$ cat src/rtl/hbtm_pkg.sv
package hbtm_pkg;

  localparam int NODES_DEF   = 16;
  localparam int NODE_W      = 4;
  localparam int TIME_W      = 31;
  localparam int MAX_NODES   = 1 << NODE_W;
  localparam int DATA_W      = 32;
  localparam int ADDR_W      = 3;

  localparam logic [TIME_W-1:0] TIMEOUT_RST = TIME_W'(5);

  // register index as decoded from paddr[2]
  localparam logic REG_IDX_TIMEOUT = 1'b0;

  typedef enum logic [1:0] {
    MODE_HB    = 2'd0,
    MODE_QUERY = 2'd1,
    MODE_SCAN  = 2'd2
  } mode_t;

  typedef enum logic [1:0] {
    ST_IDLE,
    ST_QUERY,
    ST_SCAN,
    ST_EMIT
  } state_t;

  typedef struct packed {
    logic accept;
    logic hb_wr;
    logic scan_start;
    logic scan_step;
    logic load_query;
    logic load_scan;
  } cmd_t;

  typedef struct packed {
    logic out_free;
    logic scan_end;
    logic emit_final;
  } sts_t;

  // signed gap now - past compared against the timeout; never wraps in 32 bits
  function automatic logic gap_exceeds(input logic [TIME_W-1:0] now,
                                       input logic [TIME_W-1:0] past,
                                       input logic [TIME_W-1:0] limit);
    logic signed [TIME_W:0] gap;
    logic signed [TIME_W:0] lim;
    gap = signed'({1'b0, now}) - signed'({1'b0, past});
    lim = signed'({1'b0, limit});
    return gap > lim;
  endfunction

endpackage

$ cat src/rtl/hbtm_ram.sv
module hbtm_ram #(
  parameter int WIDTH = 31,
  parameter int DEPTH = 16
) (
  input  logic                     clk,
  input  logic                     wr_en,
  input  logic [$clog2(DEPTH)-1:0] wr_addr,
  input  logic [WIDTH-1:0]         wr_data,
  input  logic [$clog2(DEPTH)-1:0] rd_addr,
  output logic [WIDTH-1:0]         rd_data
);

  logic [WIDTH-1:0] mem [DEPTH];
  logic [WIDTH-1:0] rd_data_r;

  always_ff @(posedge clk) begin
    if (wr_en) begin
      mem[wr_addr] <= wr_data;
    end
    rd_data_r <= mem[rd_addr];
  end

  assign rd_data = rd_data_r;

endmodule

$ cat src/rtl/hbtm_ctrl.sv
module hbtm_ctrl import hbtm_pkg::*; (
  input  logic       clk,
  input  logic       rst_n,
  input  logic       in_valid,
  input  logic [1:0] in_mode,
  output logic       in_ready,
  input  sts_t       sts,
  output cmd_t       cmd
);

  state_t state_r;
  state_t state_nxt;

  always_ff @(posedge clk) begin
    if (!rst_n) begin
      state_r <= ST_IDLE;
    end else begin
      state_r <= state_nxt;
    end
  end

  always_comb begin
    state_nxt = state_r;
    in_ready  = 1'b0;
    cmd       = '0;
    unique case (state_r)
      ST_IDLE: begin
        in_ready = 1'b1;
        if (in_valid) begin
          cmd.accept = 1'b1;
          unique case (in_mode)
            MODE_HB: begin
              cmd.hb_wr = 1'b1;
            end
            MODE_QUERY: begin
              state_nxt = ST_QUERY;
            end
            MODE_SCAN: begin
              cmd.scan_start = 1'b1;
              state_nxt      = ST_SCAN;
            end
            default: begin
              // unknown mode: drop the word
            end
          endcase
        end
      end
      ST_QUERY: begin
        if (sts.out_free) begin
          cmd.load_query = 1'b1;
          state_nxt      = ST_IDLE;
        end
      end
      ST_SCAN: begin
        cmd.scan_step = 1'b1;
        if (sts.scan_end) begin
          state_nxt = ST_EMIT;
        end
      end
      ST_EMIT: begin
        if (sts.out_free) begin
          cmd.load_scan = 1'b1;
          if (sts.emit_final) begin
            state_nxt = ST_IDLE;
          end
        end
      end
      default: begin
        state_nxt = ST_IDLE;
      end
    endcase
  end

endmodule

$ cat src/rtl/hbtm_dp.sv
module hbtm_dp import hbtm_pkg::*; #(
  parameter int NODES = NODES_DEF
) (
  input  logic              clk,
  input  logic              rst_n,
  input  cmd_t              cmd,
  output sts_t              sts,
  input  logic [NODE_W-1:0] in_node,
  input  logic [TIME_W-1:0] in_time_req,
  input  logic [TIME_W-1:0] timeout,
  input  logic              out_ready,
  output logic              out_valid,
  output logic [NODE_W-1:0] out_node_out,
  output logic              out_alive,
  output logic              out_none_dead,
  output logic              out_last
);

  // only the first MAX_NODES indexes are reachable through the node field
  localparam int DEPTH = (NODES < MAX_NODES) ? NODES : MAX_NODES;
  localparam int AW    = $clog2(DEPTH);
  localparam int CW    = $clog2(DEPTH + 1);
  localparam int KW    = CW + NODE_W;

  logic [NODE_W-1:0] node_r;
  logic [TIME_W-1:0] time_r;
  logic [DEPTH-1:0]  seen_r;
  logic [DEPTH-1:0]  dead_r;
  logic [CW-1:0]     scan_cnt_r;
  logic              chk_vld_r;
  logic [AW-1:0]     chk_idx_r;

  logic              out_valid_r;
  logic [NODE_W-1:0] out_node_r;
  logic              out_alive_r;
  logic              out_none_dead_r;
  logic              out_last_r;

  logic [AW-1:0]     in_idx;
  logic [AW-1:0]     node_idx;
  logic              in_ok;
  logic              node_ok;
  logic [AW-1:0]     rd_addr;
  logic [TIME_W-1:0] rd_data;
  logic              wr_en;
  logic              exceeds;
  logic [DEPTH-1:0]  dead_rest;
  logic              dead_any;
  logic [AW-1:0]     low_idx;

  assign in_idx   = in_node[AW-1:0];
  assign node_idx = node_r[AW-1:0];
  assign in_ok    = KW'(in_node) < KW'(DEPTH);
  assign node_ok  = KW'(node_r) < KW'(DEPTH);
  assign wr_en    = cmd.hb_wr && in_ok;

  always_comb begin
    if (cmd.accept) begin
      rd_addr = in_idx;
    end else if (cmd.scan_step) begin
      rd_addr = scan_cnt_r[AW-1:0];
    end else begin
      rd_addr = node_idx;
    end
  end

  hbtm_ram #(
    .WIDTH(TIME_W),
    .DEPTH(DEPTH)
  ) u_last_seen (
    .clk    (clk),
    .wr_en  (wr_en),
    .wr_addr(in_idx),
    .wr_data(in_time_req),
    .rd_addr(rd_addr),
    .rd_data(rd_data)
  );

  assign exceeds = gap_exceeds(time_r, rd_data, timeout);

  // lowest pending dead node
  always_comb begin
    low_idx = '0;
    for (int i = DEPTH - 1; i >= 0; i--) begin
      if (dead_r[i]) begin
        low_idx = AW'(i);
      end
    end
  end

  assign dead_rest = dead_r & (dead_r - DEPTH'(1));
  assign dead_any  = |dead_r;

  always_ff @(posedge clk) begin
    if (cmd.accept) begin
      node_r <= in_node;
      time_r <= in_time_req;
    end
    chk_idx_r <= scan_cnt_r[AW-1:0];
  end

  always_ff @(posedge clk) begin
    if (!rst_n) begin
      seen_r     <= '0;
      dead_r     <= '0;
      scan_cnt_r <= '0;
      chk_vld_r  <= 1'b0;
    end else begin
      if (wr_en) begin
        seen_r[in_idx] <= 1'b1;
      end
      if (cmd.scan_start) begin
        scan_cnt_r <= '0;
      end else if (cmd.scan_step) begin
        scan_cnt_r <= scan_cnt_r + CW'(1);
      end
      chk_vld_r <= cmd.scan_step && (scan_cnt_r < CW'(DEPTH));
      if (cmd.scan_start) begin
        dead_r <= '0;
      end else if (chk_vld_r && seen_r[chk_idx_r] && exceeds) begin
        dead_r[chk_idx_r] <= 1'b1;
      end else if (cmd.load_scan) begin
        dead_r <= dead_rest;
      end
    end
  end

  always_ff @(posedge clk) begin
    if (!rst_n) begin
      out_valid_r <= 1'b0;
    end else if (cmd.load_query || cmd.load_scan) begin
      out_valid_r <= 1'b1;
    end else if (out_ready) begin
      out_valid_r <= 1'b0;
    end
  end

  always_ff @(posedge clk) begin
    if (cmd.load_query) begin
      out_node_r      <= node_r;
      out_alive_r     <= node_ok && seen_r[node_idx] && !exceeds;
      out_none_dead_r <= 1'b0;
      out_last_r      <= 1'b1;
    end else if (cmd.load_scan) begin
      out_node_r      <= dead_any ? NODE_W'(low_idx) : '0;
      out_alive_r     <= 1'b0;
      out_none_dead_r <= !dead_any;
      out_last_r      <= (dead_rest == '0);
    end
  end

  assign sts.out_free   = !out_valid_r || out_ready;
  assign sts.scan_end   = (scan_cnt_r == CW'(DEPTH));
  assign sts.emit_final = (dead_rest == '0);

  assign out_valid     = out_valid_r;
  assign out_node_out  = out_node_r;
  assign out_alive     = out_alive_r;
  assign out_none_dead = out_none_dead_r;
  assign out_last      = out_last_r;

endmodule

$ cat src/rtl/heartbeat_timeout_monitor_core.sv
// Heartbeat timeout monitor: tracks the last heartbeat time of each node.
// Input words (in_valid/in_ready) carry a mode, a node index and a time.
//   heartbeat: stored, no result; the next word is taken at once.
//   query:     one result (out_alive, out_last set) is loaded from the QUERY
//              state once the output is free; input is taken again after that.
//   scan:      walks the last-seen memory one entry a cycle (min(NODES,16)
//              entries, checked from the registered read), then emits each
//              dead node in ascending order, one per cycle while the output is
//              free, the final one with out_last; with no dead node it emits
//              one word with out_none_dead. Input is held off until the final
//              word is loaded.
// Results sit in an output register; a stalled receiver (out_ready low) holds
// the word and the sequence pauses, nothing is lost.
// Query and scan timing follow from the registered read of the last-seen
// memory, which has separate read and write ports.
// Reset (rst_n, synchronous) clears all seen flags, sets the timeout to 5 and
// empties the output. The timeout is written over APB wherever paddr[2] is 0.
module heartbeat_timeout_monitor_core import hbtm_pkg::*; #(
  parameter int NODES = NODES_DEF
) (
  input  logic              clk,
  input  logic              rst_n,
  input  logic              in_valid,
  output logic              in_ready,
  input  logic [1:0]        in_mode,
  input  logic [NODE_W-1:0] in_node,
  input  logic [TIME_W-1:0] in_time_req,
  output logic              out_valid,
  input  logic              out_ready,
  output logic [NODE_W-1:0] out_node_out,
  output logic              out_alive,
  output logic              out_none_dead,
  output logic              out_last,
  input  logic              psel,
  input  logic              penable,
  input  logic              pwrite,
  input  logic [ADDR_W-1:0] paddr,
  input  logic [DATA_W-1:0] pwdata,
  output logic [DATA_W-1:0] prdata,
  output logic              pready
);

  cmd_t              cmd;
  sts_t              sts;
  logic [TIME_W-1:0] timeout_r;
  logic              reg_sel;

  assign pready  = 1'b1;
  assign reg_sel = (paddr[2] == REG_IDX_TIMEOUT);

  always_ff @(posedge clk) begin
    if (!rst_n) begin
      timeout_r <= TIMEOUT_RST;
    end else if (psel && penable && pwrite && pready && reg_sel) begin
      timeout_r <= pwdata[TIME_W-1:0];
    end
  end

  assign prdata = reg_sel ? DATA_W'(timeout_r) : '0;

  hbtm_ctrl u_ctrl (
    .clk     (clk),
    .rst_n   (rst_n),
    .in_valid(in_valid),
    .in_mode (in_mode),
    .in_ready(in_ready),
    .sts     (sts),
    .cmd     (cmd)
  );

  hbtm_dp #(
    .NODES(NODES)
  ) u_dp (
    .clk          (clk),
    .rst_n        (rst_n),
    .cmd          (cmd),
    .sts          (sts),
    .in_node      (in_node),
    .in_time_req  (in_time_req),
    .timeout      (timeout_r),
    .out_ready    (out_ready),
    .out_valid    (out_valid),
    .out_node_out (out_node_out),
    .out_alive    (out_alive),
    .out_none_dead(out_none_dead),
    .out_last     (out_last)
  );

endmodule

$ cat config.mk
export PLATFORM = sky130hd
export DESIGN_NAME = heartbeat_timeout_monitor_core
export DESIGN_NICKNAME = d
export VERILOG_FILES = /design/src/rtl/hbtm_pkg.sv /design/src/rtl/hbtm_ram.sv /design/src/rtl/hbtm_ctrl.sv /design/src/rtl/hbtm_dp.sv /design/src/rtl/heartbeat_timeout_monitor_core.sv
export SDC_FILE = /design/constraint.sdc
export NUM_CORES = 1
export LEC_CHECK = 0
export ABC_CLOCK_PERIOD_IN_PS = 12400
export BUFFER_PORTS_ARGS = -buffer_cell sky130_fd_sc_hd__buf_2
export CAP_MARGIN = 5
export CORE_MARGIN = 2
export CORE_UTILIZATION = 65
export CTS_BUF_LIST = sky130_fd_sc_hd__clkbuf_4
export DETAILED_ROUTE_END_ITERATION = 12
export PLACE_DENSITY = 0.84
export SYNTH_ARGS = -nofsm -noshare
export SYNTH_HDL_FRONTEND = slang
export SYNTH_HIERARCHICAL = 1
export SYNTH_SLANG_ARGS = --single-unit
export TNS_END_PERCENT = 30
$ cat constraint.sdc
create_clock -name clk -period 12.4 [get_ports clk]
set_input_delay 0 -clock clk [delete_from_list [all_inputs] [get_ports clk]]
set_output_delay 0 -clock clk [all_outputs]
set_load 0.005 [all_outputs]
==> metrics.md <==
| Metric | Value |
|---|---|
| Skew final | `65.6 ps` |
| Layout cell share with drive strength beyond 1 | `26.3%` |
| Total congestion overflow after global routing | `0` |
| Layout net count | `2,259` |
| Clock latency of the later-clocked register in the worst-skew pair | `990 ps` |
| Worst path arrival time | `between 6000 and 7000 ps` |
| Startpoint of the worst-slack reg-to-reg timing path | `u_dp/time_r[10]$_DFFE_PP_` |
| Final hold vios | `0` |
| Cell type of the slowest stage on the worst timing path | `o31ai_1` |
| Leakage | `11.6 nW` |
| CTS Root Buffer Type | `clkbuf_4` |
| Syn Nets | `1,823` |
| Starting Density | `66.3%` |
| TritonCTS Buffers | `158` |
| Setup repair after global routing missed its margin | `false` |
| Initial antenna violation count | `2` |
| Outcome | `finished, final reports clean` |
| Weighted congestion reported at the end of routability-driven placement | `0.886` |
| Hold wc startpoint | `in_node[2]` |
| Wirelength, routed | `just over 70,000 um` |
| TritonCTS sink count | `645` |
| Path category of the worst min-delay check | `in2reg` |
| H-tree depth | `4` |
| Utilization of the core after routing | `just under 80%` |
| Worst ir drop on vdd | `95.0 uV` |
| Fill count | `2,048` |
| Number of setup violations in the final report | `0` |
| Top-level port count | `121` |
| Setup_tns | `0 ps` |
| Post-synth EDFFs | `536` |
| Category of the worst setup path capture point | `flop` |
| Remaining design rule violation count | `0` |
| Area of combinational cells with multiple inputs | `8260 um^2` |
| Number of rows created at floorplan | `74` |
| Most used flip-flop cell after synthesis | `edfxtp_1` |
| Vias | `17,800` |
| Cell area after synthesis | `27,200 um^2` |
| Chip width | `208 um` |
| Total Die Area | `43,500 um^2` |
| Count of yosys warnings during synthesis | `6` |
| GRT Resource Usage Total | `~33%` |
| Post-synthesis register bit count | `645` |
| Post-synthesis area per instance | `16.2 um^2` |
| Worst-Margin Slew | `1150 ps` |
| Chip Height | `208 um` |
| Vias per cell | `between 6 and 7` |
| Required time worst endpoint | `about 13,000 ps` |
| Number of buffer and inverter instances along the worst setup path | `1` |
| Largest fanout on the critical path | `13` |
| Hpwl dp | `35,900 um` |
| Number of resized instances in the post-cts repair step | `0` |
| Startpoint of the most critical setup path | `u_dp/time_r[10]$_DFFE_PP_` |
| Maximum number of pins on one net before global-route repair | `85` |
| Maximum operating frequency | `about 0.18 GHz` |
| Placeable Area | `41,000 um^2` |
| Iteration-0 DRC Markers | `2,177` |
| CTS tree | `done` |
| Clk buf depth | `3` |
| Final routed wire length divided by cell count | `25.5 um` |
| Period utilization | `44.3%` |
| Worst max-slew margin expressed relative to the limit | `roughly a quarter` |
| Post-detailed-route count of antenna-violating nets | `0` |
| Reg area | `roughly 18,000 um^2` |
| Post-Syn Instances | `around 1,700` |
| Number of maximum-capacitance violations | `0` |
| Via count of the first global-routing pass | `18,600` |
| Critical path start-end classification | `reg2reg` |
| Pins over their slew limit | `0` |
| Wire length of the first global-routing pass | `108,000 um` |
| Initial DRT Pass Iterations | `10` |
| Crit path launch type | `flop` |
| Cell-by-cell trace of the critical path | `ha_1 -> inv_1 -> o31ai_1 -> nand3_1 -> o311ai_4 -> a32oi_2 -> o31ai_2 -> nor4_1 -> or4_1 -> o211ai_2 -> ha_1 -> a21oi_1 -> o211ai_1 -> a211oi_1 -> o21ai_0 -> o311ai_4 -> o21ai_2 -> o311ai_0 -> o21ai_0` |
| Minimum period implied by the final worst setup slack | `5490 ps` |
| Sequential cell area fraction in the yosys report | `about two thirds` |
| Post-synth ARST share | `0%` |
| Count of buffers from port buffering | `115` |
| Clock transition at path regs | `80 ps` |
| Layout overhead on the synthesized area | `19.3%` |
| Synth unique cells | `85` |
| Total power density per cell area | `159 nW/um^2` |
| Critical Path Max Stage Delay | `540 ps` |
| Kind of cell with the highest combined delay on the critical path | `compound AO/OA/AOI/OAI gates` |
-- cells in the final DEF (no fill, tap or decap), types with 18 or more instances in the layout --
cell type | netlist | final
o21ai_0 | 24 | 22
a21oi_1 | 43 | 43
dfxtp_1 | 109 | 109
nor2b_1 | 50 | 48
mux4_2 | 134 | 134
inv_1 | 90 | 90
o21a_1 | 28 | 28
edfxtp_1 | 536 | 536
dlygate4sd3_1 | 0 | 206
clkinv_1 | 0 | 27
a22oi_1 | 63 | 63
nor2_1 | 54 | 41
buf_4 | 3 | 29
xnor2_1 | 18 | 18
nand2_1 | 129 | 129
buf_2 | 16 | 115
a21o_1 | 20 | 20
clkbuf_4 | 0 | 234
mux2i_1 | 37 | 37
ha_1 | 66 | 66
-- cell type report --
cell class,instances,area share [%]
Multi-Input combinational cell,867,25.5
Sequential cell,645,56.4
Inverter,91,1.05
Timing Repair Buffer,350,8.81
Tap cell,532,2.05
Antenna cell,3,0.0232
Clock inverter,45,0.760
Clock buffer,234,5.42
-- metal layers --
metal	global-route usage [%]	up-vias	routed length, um
met2	54.5	1193	34400
met4	17.0	0	3080
met1	41.9	8775	25700
met5	0	-	0
li1	-	7526	-
met3	8.89	256	7230
-- cells in the mapped netlist (37+ instances only) --
library cell	count	area [um^2]
a22oi_1	63	473
ha_1	66	826
inv_1	90	338
mux2i_1	37	370
a21oi_1	43	215
nor2_1	54	203
edfxtp_1	536	16100
dfxtp_1	109	2180
nand2_1	129	484
mux4_2	134	3020
nor2b_1	50	313
clkbuf_1	41	154
-- state kept, by name, summed over array words and instances (netlist names) --
signal	count
u_dp/out_alive	1
u_dp/u_last_seen/mem	496
u_dp/out_node_out	4
u_dp/out_none_dead	1
u_dp/dead_r	16
u_dp/u_last_seen/rd_data	31
u_dp/out_valid	1
u_dp/node_idx	4
u_dp/time_r	31
timeout_r	31
u_dp/chk_idx_r	4
u_dp/seen_r	16
u_dp/scan_cnt_r	5
u_dp/chk_vld_r	1
u_dp/out_last	1
u_ctrl/state_r	2
-- tightest hold or removal path, delay by kind of cell --
family,cells,cell delay [ps]
and+or+nand+nor,1,90
buffers and inverters,2,770
AOI/OAI and AO/OA,1,160
-- power by group --
group	total, mW	leakage [nW]	switching [mW]	internal (mW)
logic	0.957	4.66	0.552	0.405
clock network	1.77	1.20	0.859	0.907
registers	2.42	5.74	0.0239	2.39
total	5.14	11.6	1.43	3.71
-- cell families after synthesis --
kind of cell / Yosys count / share of synthesized area, %
buffers and inverters: 165 / 2.85
adders and majority gates: 68 / 3.15
AOI/OAI and AO/OA: 265 / 7.13
and+or+nand+nor: 332 / 6.18
xor gates and xnor gates: 29 / 0.935
other: 2 / 0.0276
muxes: 171 / 12.5
DFF: 645 / 67.3
-- what timing repair did --
action	in CTS	in global routing
hold buffers	206	0
hold endpoints to repair	872	0
setup buffers	0	0
-- path summary, 6_finish.rpt --
| check | endpoint | slack (ps) | depth (start not counted) |
|---|---|---|---|
| worst min-delay path | u_dp/seen_r[2]$_SDFFE_PN0P_ | 90 | 4 |
| worst max register to register | u_dp/dead_r[13]$_SDFFE_PP0P_ | 6910 | 19 |
| worst max-delay path | u_dp/dead_r[13]$_SDFFE_PP0P_ | 6910 | 19 |
| worst min register to register | u_dp/chk_idx_r[3]$_DFF_P_ | 420 | 0 |
-- per-stage QoR --
stage	power [mW]	worst slack (ps)	hold WS [ps]	cell area [um^2]	instances
detailed placement	3.31	7190	252	28300	2279
global route	5.34	6640	65.5	32400	2766
finish	5.14	6910	91.7	32400	2767
floorplan	3.07	7460	98.9	27200	1677
global placement	3.27	7340	251	28300	2279
CTS	5.08	7170	4.06	32400	2764
Note: power is estimated with default switching activity, not from simulation.
